===== config.mk =====
export PLATFORM = sky130hd
export DESIGN_NAME = c65x_ctrl
export DESIGN_NICKNAME = d
export VERILOG_FILES = /design/src/sv/c65x_pkg.sv /design/src/sv/c65x_ctrl.sv
export SDC_FILE = /design/constraint.sdc
export NUM_CORES = 1
export LEC_CHECK = 0
export ABC_AREA = 1
export BUFFER_PORTS_ARGS = -buffer_cell sky130_fd_sc_hd__buf_4
export CAP_MARGIN = 20
export CORE_AREA = 2 2 39 41
export CTS_CLUSTER_DIAMETER = 40
export DETAILED_ROUTE_END_ITERATION = 8
export DIE_AREA = 0 0 41 43
export PLACE_DENSITY_LB_ADDON = 0.05
export SYNTH_ARGS = -nofsm -noshare
export SYNTH_HDL_FRONTEND = slang
export SYNTH_SLANG_ARGS = --single-unit

===== constraint.sdc =====
create_clock -name clk -period 3 [get_ports clk]
set_input_delay 0.3 -clock clk [delete_from_list [all_inputs] [get_ports clk]]
set_output_delay 0.3 -clock clk [all_outputs]
set_load 0.02 [all_outputs]

===== src/sv/c65x_pkg.sv =====
`default_nettype none
// ---------------------------------------------------------------------------
// c65x_pkg
// Shared types and constants for the 6502 execute unit.
// ---------------------------------------------------------------------------
package c65x_pkg;

	localparam int RAM_ADDR_BITS = 11;

	typedef enum logic [1:0] {
		CMD_EXEC  = 2'd0,
		CMD_HWR   = 2'd1,
		CMD_HRD   = 2'd2,
		CMD_NONE  = 2'd3
	} cmd_t;

	typedef enum logic [5:0] {
		I_LDA = 6'd0,  I_LDX = 6'd1,  I_LDY = 6'd2,  I_STA = 6'd3,  I_STX = 6'd4,
		I_STY = 6'd5,  I_TAX = 6'd6,  I_TAY = 6'd7,  I_TSX = 6'd8,  I_TXA = 6'd9,
		I_TXS = 6'd10, I_TYA = 6'd11, I_ADC = 6'd12, I_DEC = 6'd13, I_DEX = 6'd14,
		I_DEY = 6'd15, I_INC = 6'd16, I_INX = 6'd17, I_INY = 6'd18, I_SBC = 6'd19,
		I_AND = 6'd20, I_ASL = 6'd21, I_BIT = 6'd22, I_EOR = 6'd23, I_LSR = 6'd24,
		I_ORA = 6'd25, I_ROL = 6'd26, I_ROR = 6'd27, I_BCC = 6'd28, I_BCS = 6'd29,
		I_BEQ = 6'd30, I_BMI = 6'd31, I_BNE = 6'd32, I_BPL = 6'd33, I_BVC = 6'd34,
		I_BVS = 6'd35, I_JMP = 6'd36, I_JSR = 6'd37, I_RTI = 6'd38, I_RTS = 6'd39,
		I_CLC = 6'd40, I_CLD = 6'd41, I_CLI = 6'd42, I_CLV = 6'd43, I_CMP = 6'd44,
		I_CPX = 6'd45, I_CPY = 6'd46, I_SEC = 6'd47, I_SED = 6'd48, I_SEI = 6'd49,
		I_BRK = 6'd50, I_NOP = 6'd51
	} instr_t;

	localparam logic [1:0] MODE_IMM = 2'd0;
	localparam logic [1:0] MODE_ACC = 2'd1;

	localparam logic [7:0] SP_RESET = 8'hFD;
	localparam logic [7:0] P_RESET  = 8'h24;
	localparam logic [7:0] P_BRK    = 8'h30;
	localparam logic [7:0] STACK_PAGE = 8'h01;

	localparam int FC = 0;
	localparam int FZ = 1;
	localparam int FI = 2;
	localparam int FD = 3;
	localparam int FV = 6;
	localparam int FN = 7;

	typedef enum logic [3:0] {
		ST_IDLE,
		ST_READ,
		ST_EXEC,
		ST_PUSH1,
		ST_PUSH2,
		ST_PUSH3,
		ST_PULL1,
		ST_PULL2,
		ST_PULL3,
		ST_DONE
	} state_t;

	// Controller to datapath
	typedef struct packed {
		logic       load;       // capture input item
		logic       mem_rd;     // read RAM at operand address
		logic       exec;       // apply single-step instruction result
		logic       push;       // write stack byte and decrement SP
		logic [1:0] push_sel;   // 0: PC high, 1: PC low, 2: P
		logic       pull_rd;    // increment SP and read stack
		logic [1:0] pull_sel;   // 0: P, 1: PC low, 2: PC high
		logic       pull_wr;    // write pulled byte into its register
		logic       out_load;   // load output register
	} ctl_t;

	// Datapath to controller
	typedef struct packed {
		logic [1:0] cmd;
		logic [5:0] instr;
	} sts_t;

endpackage
`default_nettype wire


===== src/sv/c65x_ctrl.sv =====
`default_nettype none
// ---------------------------------------------------------------------------
// c65x_ctrl
// Sequencer: memory read, execute, stack pushes and pulls, output handshake.
// ---------------------------------------------------------------------------
module c65x_ctrl import c65x_pkg::*; (
	input  wire logic clk,
	input  wire logic arst_n,
	input  wire logic in_valid,
	output logic      in_stall,
	output logic      out_valid,
	input  wire logic out_stall,
	input  wire sts_t sts,
	output ctl_t      ctl
);

	state_t state_q, state_n;
	logic   out_valid_q;
	logic   pull_pend_q;
	logic [1:0] pull_sel_q;
	logic   in_acc, out_acc, is_jsr, is_brk, is_rti, is_rts;

	assign is_jsr = sts.cmd == CMD_EXEC && sts.instr == I_JSR;
	assign is_brk = sts.cmd == CMD_EXEC && sts.instr == I_BRK;
	assign is_rti = sts.cmd == CMD_EXEC && sts.instr == I_RTI;
	assign is_rts = sts.cmd == CMD_EXEC && sts.instr == I_RTS;

	assign out_valid = out_valid_q;
	assign out_acc   = out_valid_q && !out_stall;
	// Take a new item while the previous result waits, as long as idle
	assign in_stall  = state_q != ST_IDLE;
	assign in_acc    = in_valid && !in_stall;

	// Next state
	always_comb begin
		state_n = state_q;
		case (state_q)
			ST_IDLE:  if (in_acc) state_n = ST_READ;
			ST_READ:  state_n = ST_EXEC;
			ST_EXEC: begin
				if (is_jsr || is_brk) state_n = ST_PUSH1;
				else if (is_rti)      state_n = ST_PULL1;
				else if (is_rts)      state_n = ST_PULL2;
				else                  state_n = ST_DONE;
			end
			ST_PUSH1: state_n = ST_PUSH2;
			ST_PUSH2: state_n = is_brk ? ST_PUSH3 : ST_DONE;
			ST_PUSH3: state_n = ST_DONE;
			ST_PULL1: state_n = ST_PULL2;
			ST_PULL2: state_n = ST_PULL3;
			ST_PULL3: state_n = ST_DONE;
			// Wait for the last pulled byte to land before loading the result
			ST_DONE:  if (!pull_pend_q && (!out_valid_q || out_acc)) state_n = ST_IDLE;
			default:  state_n = ST_IDLE;
		endcase
	end

	// Outputs
	always_comb begin
		ctl = '0;
		ctl.pull_sel = pull_sel_q;
		ctl.pull_wr  = pull_pend_q;
		case (state_q)
			ST_IDLE:  ctl.load = in_acc;
			ST_READ:  ctl.mem_rd = 1'b1;
			ST_EXEC:  ctl.exec = !(is_rti || is_rts);
			ST_PUSH1: begin ctl.push = 1'b1; ctl.push_sel = 2'd0; end
			ST_PUSH2: begin ctl.push = 1'b1; ctl.push_sel = 2'd1; end
			ST_PUSH3: begin ctl.push = 1'b1; ctl.push_sel = 2'd2; end
			ST_PULL1, ST_PULL2, ST_PULL3: ctl.pull_rd = 1'b1;
			ST_DONE:  ctl.out_load = !pull_pend_q && (!out_valid_q || out_acc);
			default: ;
		endcase
	end

	// Pull write-back follows the stack read in the next cycle
	always_ff @(posedge clk or negedge arst_n) begin
		if (!arst_n) begin
			state_q     <= ST_IDLE;
			out_valid_q <= 1'b0;
			pull_pend_q <= 1'b0;
			pull_sel_q  <= 2'd0;
		end else begin
			state_q     <= state_n;
			pull_pend_q <= ctl.pull_rd;
			case (state_q)
				ST_PULL1: pull_sel_q <= 2'd0;
				ST_PULL2: pull_sel_q <= 2'd1;
				default:  pull_sel_q <= 2'd2;
			endcase
			if (ctl.out_load) begin
				out_valid_q <= 1'b1;
			end else if (out_acc) begin
				out_valid_q <= 1'b0;
			end
		end
	end

endmodule
`default_nettype wire


==> flow_metrics.tcl, run 1 <==
set metrics [dict create \
    status "completed" \
    grt_max_degree 11 \
    tritoncts "yes" \
    yosysWarningCount 0 \
    critPathKind "flip-flop to output port" \
    utilization_pct 58.50 \
    wirelength_um 1379 \
    antenna_found_initial 0 \
    pwr-share-comb_pct 58.6 \
    max_stage_delay_ns 0.43 \
    period_share_pct 53.01 \
    synthesis.nets 114 \
    grt_pass1_wl_um 1994 \
    pwr-share-seq_pct 28.0 \
    tns_ns 0 \
    p_leak_nw 0.4713 \
    place_hpwl_um 1103 \
    clkSlewWorstSetupHoldPaths_ns 0.06 \
    grt_use_total_pct 16.82 \
    ys_seq_area_share_pct 33.61 \
    worstPathCellList "nor2_2 -> nand3_1 -> nor2_1 -> buf_4" \
    netSwitchingFraction_pct 48.27 \
    synthTopCellsByArea "dfrtp_1, nand2_1, nor2_1, inv_1, nand3_1" \
    dieArea_um2 1763 \
    ir_drop_uv 273.6 \
    synth-async-reset-ratio_pct 100.0 \
    maxCapViolCount 0 \
    grt_overflow_total 0 \
    post-cts-setup-buffers 0 \
    maxSlewViolCount 0 \
    synthDominantCellAreaShare_pct 33.61 \
    finalWorstPathRequiredPeriod_ns 1.590 \
    start_util_pct 43.04 \
    layout.nets 142 \
    io_pins 25 \
    n_fill_cell 145 \
    routabilityCongestion 0.7720 \
    synth_enable_flop_cells 0 \
    ant_nets 0 \
    crit_required_ns 2.70 \
    rows 14 \
    area_growth_pct 35.92 \
    reg2regPathDepth 6 \
    pre_cts_slack_ns 1.695 \
    clock_skew_ns 0.003846 \
    synth_most_common_cell "nand2_1" \
    timing.final.ws_setup_ns 1.410 \
    critical_path.max_fanout 5 \
    clockBufferDepth 2 \
    p_clk_share_pct 13.4 \
    diodes 0 \
    die_h_um 43 \
    synthTopCellsByCount "nand2_1, nor2_1, inv_1" \
    drt_iter0_drc 4 \
    crit_family "simple AND/OR/NAND/NOR gates" \
    clock-sinks 8 \
    fp.dieW_um 41 \
    rsz0062_at_grt "no" \
    crit_path_end_kind "output port" \
    drc 0 \
    cp.depth 4 \
    cts_buffers 3 \
    yosysTopAreaCell "dfrtp_1" \
    drt_pre_antenna_iters 4 \
    io_buffers 24 \
    viasPerCell 4.729 \
    synth_cell_types 15 \
    worstMarginPinSlew_ns 0.3052 \
    min_path_type "input port to flip-flop" \
    cp.arrival_ns 1.29 \
    via_count 681 \
    finalHoldViolCount 0 \
    core_region_area_um2 1384 \
    holdPathStages 3 \
    slew_headroom_pct 79.65 \
    synthFlopType "dfrtp_1" \
    wl_per_cell_um 9.576 \
    placedCellCount 140 \
    syn_inst 102 \
    drive_above_1_share_pct 25.00 \
    htreeDepth 1 \
    max_freq_mhz 628.8 \
    p_per_area_nw_per_um2 802.3 \
    internal_power_mw 0.3360 \
    startpoint_type "flip-flop" \
    avgSynthCellArea_um2 5.839 \
    clockRootBuffer "clkbuf_4" \
    grt_pass1_vias 556 \
    critPathBufInv 1 \
    clock_latency_ns 0.26 \
    worst_path_max_delay_cell "dfrtp_1" \
    syn_area_um2 595.6 \
    fin_cells 144 \
    power_switching_mw 0.3135 \
    ys_ff_latch 8 \
    finalSetupViolCount 0 \
]
==> logic make-up after synthesis <==
group	count (synthesis)	synth area share, %
AOI/OAI and AO/OA	8	6.933
buffers and inverters	20	14.50
DFF	8	33.61
and+or+nand+nor	66	44.96
==> state kept, by name, summed over array words and instances (netlist names) <==
| register | count |
|---|---|
| out_valid | 1 |
| pull_pend_q | 1 |
| pull_sel_q | 2 |
| state_q | 4 |
==> layout by cell type, fill, tap and decap left out <==
cell type	instances
nand2_1	33
buf_4	24
nor2_1	22
inv_1	17
dfrtp_1	8
nand3_1	6
o21ai_0	4
nor2_2	3
clkbuf_4	3
o21ai_1	2
nand2_2	1
inv_2	1
nand4_1	1
a31oi_1	1
a21oi_1	1
dlygate4sd3_1	1
==> path summary, 6_finish.rpt <==
kind,end,from,slack [ns]
setup reg to reg,state_q[0],state_q[2],1.82
min in group asynchronous,state_q[1],arst_n,0.39
setup / recovery,ctl[8],state_q[2],1.41
max in group asynchronous,out_valid,arst_n,2.48
hold reg to reg,out_valid,pull_pend_q,0.49
hold / removal,out_valid,out_stall,0.27
==> worst min-delay path: cells and delay by family <==
kind | cells | cell delay [ns]
simple gates | 1 | 0.05
buf+inv | 1 | 0.08
compound gates | 1 | 0.06
==> power groups by stage <==
stage / Sequential (mW) / Combinational, mW / Clock, mW
2_1_floorplan: 0.177 / 0.264 / 0
3_3_place_gp: 0.184 / 0.377 / 0
3_5_place_dp: 0.183 / 0.379 / 0
4_1_cts: 0.182 / 0.384 / 0.0876
5_1_grt: 0.187 / 0.423 / 0.0896
6_report: 0.182 / 0.381 / 0.0870
==> repair_timing <==
action | in CTS | in global routing
setup endpoints to repair | 0 | 0
gates resized for setup | 0 | 0
hold buffers | 1 | 0
endpoints found under the hold margin | 8 | 0
==> metrics by stage <==
stage / instance area [um2] / total power, mW / hold WS, ns
2_1_floorplan: 595.6 / 0.4407 / 0.004409
3_3_place_gp: 777.0 / 0.5609 / 0.1236
3_5_place_dp: 777.0 / 0.5628 / 0.1240
4_1_cts: 809.5 / 0.6530 / 0.2647
5_1_grt: 809.5 / 0.6993 / 0.3021
6_report: 809.5 / 0.6495 / 0.2675
==> final cells by class <==
type / instances / area [um2] / area share [%]
Clock buffer: 3 / 22.52 / 2.782
Inverter: 18 / 67.56 / 8.346
Multi-Input combinational cell: 74 / 309.0 / 38.18
Sequential cell: 8 / 200.2 / 24.73
Tap cell: 16 / 20.02 / 2.473
Timing Repair Buffer: 25 / 190.2 / 23.49
==> routing by layer <==
metal / track usage [%] / vias up / share of wire (%)
met5: 0 / - / 0
met4: 12.00 / 0 / 3.3
met3: 1.571 / 5 / 6.3
met2: 28.75 / 26 / 51
met1: 17.53 / 291 / 39
li1: - / 359 / -
Power figures use the tool's default switching activity.
==> run 2: changes to the inputs <==
--- a/config.mk
+++ b/config.mk
@@ -8,10 +8,9 @@
 export ABC_AREA = 1
 export BUFFER_PORTS_ARGS = -buffer_cell sky130_fd_sc_hd__buf_4
 export CAP_MARGIN = 20
-export CORE_AREA = 2 2 39 41
+export CORE_UTILIZATION = 45
 export CTS_CLUSTER_DIAMETER = 40
 export DETAILED_ROUTE_END_ITERATION = 8
-export DIE_AREA = 0 0 41 43
 export PLACE_DENSITY_LB_ADDON = 0.05
 export SYNTH_ARGS = -nofsm -noshare
 export SYNTH_HDL_FRONTEND = slang
==> constraint.sdc (replaced) <==
create_clock -name clk -period 1.6 [get_ports clk]
set_input_delay 0.16 -clock clk [delete_from_list [all_inputs] [get_ports clk]]
set_output_delay 0.16 -clock clk [all_outputs]
set_load 0.02 [all_outputs]
==> flow_metrics.tcl, run 2 (same netlist as run 1, synthesis figures left out) <==
set metrics [dict create \
    status "completed" \
    crit_required_ns 1.44 \
    multi_input_area_um2 309.0 \
    reg.largest.list "state_q (4), pull_sel_q (2)" \
    drive_above_1_share_pct 25.00 \
    io_buffers 24 \
    grt_pass1_wl_um 2125 \
    min_to "out_valid" \
    htreeDepth 1 \
    largest_reg_flops 4 \
    finalHoldViolCount 0 \
    max_freq_mhz 688.4 \
    die_h_um 38.38 \
    critical_path.max_fanout 10 \
    rows 12 \
    period_share_pct 90.79 \
    rsz0062_at_grt "no" \
    clock_latency_ns 0.25 \
    wl_per_cell_um 9.521 \
    cp.arrival_ns 1.29 \
    cts_hold_buf 1 \
    maxCapViolCount 0 \
    grt_use_total_pct 21.22 \
    timing.rr.end "state_q[0]" \
    crit_path_frequent_cell "nor2_1" \
    routabilityCongestion 0.8813 \
    hold_start "out_stall" \
    max_stage_delay_ns 0.47 \
    n_fill_cell 123 \
    worstMarginPinSlew_ns 0.2907 \
    largest-register "state_q" \
    slew_headroom_pct 80.62 \
    crit_path_end_kind "output port" \
    holdPathStages 3 \
    diodes 0 \
    mostFrequentLayoutCells "nand2_1, buf_4, nor2_1" \
    cts_buffers 3 \
    placedCellCount 138 \
    r2r_slack_ns 0.41 \
    startpoint_type "flip-flop" \
    drt_iter0_drc 19 \
    place_hpwl_um 1088 \
    finalSetupViolCount 0 \
    layout_commonest_cell "nand2_1" \
    dieArea_um2 1473 \
    register_area_um2 200.2 \
    area_growth_pct 35.50 \
    viasPerCell 4.803 \
    grt_max_degree 11 \
    post-cts-setup-buffers 0 \
    antenna_found_initial 0 \
    core_region_area_um2 1171 \
    tritoncts "yes" \
    crit-reg2reg-launch "state_q[1]" \
    fp.dieW_um 38.38 \
    p_leak_nw 0.4713 \
    critPathKind "flip-flop to output port" \
    via_count 682 \
    worstPathCellList "nor2_1 -> nand2_1 -> nor2_1 -> buf_4" \
    reg2regPathDepth 6 \
    finalWorstPathRequiredPeriod_ns 1.453 \
    p_per_area_nw_per_um2 1503 \
    start_util_pct 50.85 \
    clkSlewWorstSetupHoldPaths_ns 0.05 \
    wirelength_um 1352 \
    fin_area_um2 807.0 \
    clock_skew_ns 0.003204 \
    layout.nets 142 \
    io_pins 25 \
    maxSlewViolCount 0 \
    ant_nets 0 \
    clock-sinks 8 \
    cts_resized 0 \
    placed_cell_area_um2 774.5 \
    drt_pre_antenna_iters 4 \
    grt_pass1_vias 559 \
    clockRootBuffer "clkbuf_4" \
    fin_cells 142 \
    ir_drop_uv 913.6 \
    worst_path_max_delay_cell "dfrtp_1" \
    tns_ns 0 \
    clockBufferDepth 2 \
    grt_overflow_total 0 \
    drc 0 \
    min_path_type "input port to flip-flop" \
]
run 2: cell counts in the layout (fill, tap and decap cells not counted):
Identical to the previous run, type by type.
run 2: area by class of cell:
type | count | share of cell area, %
timing repair buffer | 25 | 23.57
tap | 14 | 2.171
clock buffer | 3 | 2.791
sequential | 8 | 24.81
multi-input combinational | 74 | 38.29
inverter | 18 | 8.372
run 2: worst max-delay path: cells and delay by family (launching register included):
kind	cells	cell delay, ns
simple gates	3	0.42
buf+inv	1	0.14
flops	1	0.47
run 2: per-layer routing:
metal / global-route usage (%) / wire length (um) / up-vias
met3: 9.302 / 113 / 0
met4: 5.172 / 0 / 0
met5: 0 / 0 / -
met1: 26.09 / 661 / 289
li1: - / - / 362
met2: 33.90 / 577 / 31
run 2: metrics by stage:
step / total power [mW] / hold slack, ns / worst slack (ns) / utilization [%]
after floorplan: 0.8263 / -0.1356 / 0.3195 / -
after global placement: 1.053 / -0.01457 / 0.4422 / 66.13
after detailed placement: 1.058 / -0.01399 / 0.4447 / 66.13
after CTS: 1.219 / 0.1387 / 0.1599 / 68.91
after global routing: 1.301 / 0.1535 / 0.09298 / 68.91
final: 1.213 / 0.1467 / 0.1474 / 68.91
run 2: power by group:
part	internal, mW	total [mW]	switching, mW
clock network	0.0855	0.150	0.0644
logic	0.276	0.723	0.446
registers	0.268	0.341	0.0732
run 2: how the worst max path moves through the flow:
| stage | from | endpoint | cells after the start |
|---|---|---|---|
| after floorplan | state_q[1] | ctl[10] | 4 |
| final | state_q[1] | ctl[10] | 4 |
| after CTS | state_q[1] | ctl[10] | 4 |
| after global routing | state_q[3] | ctl[4] | 6 |
| after global placement | state_q[1] | ctl[10] | 4 |
| after detailed placement | state_q[1] | ctl[10] | 4 |
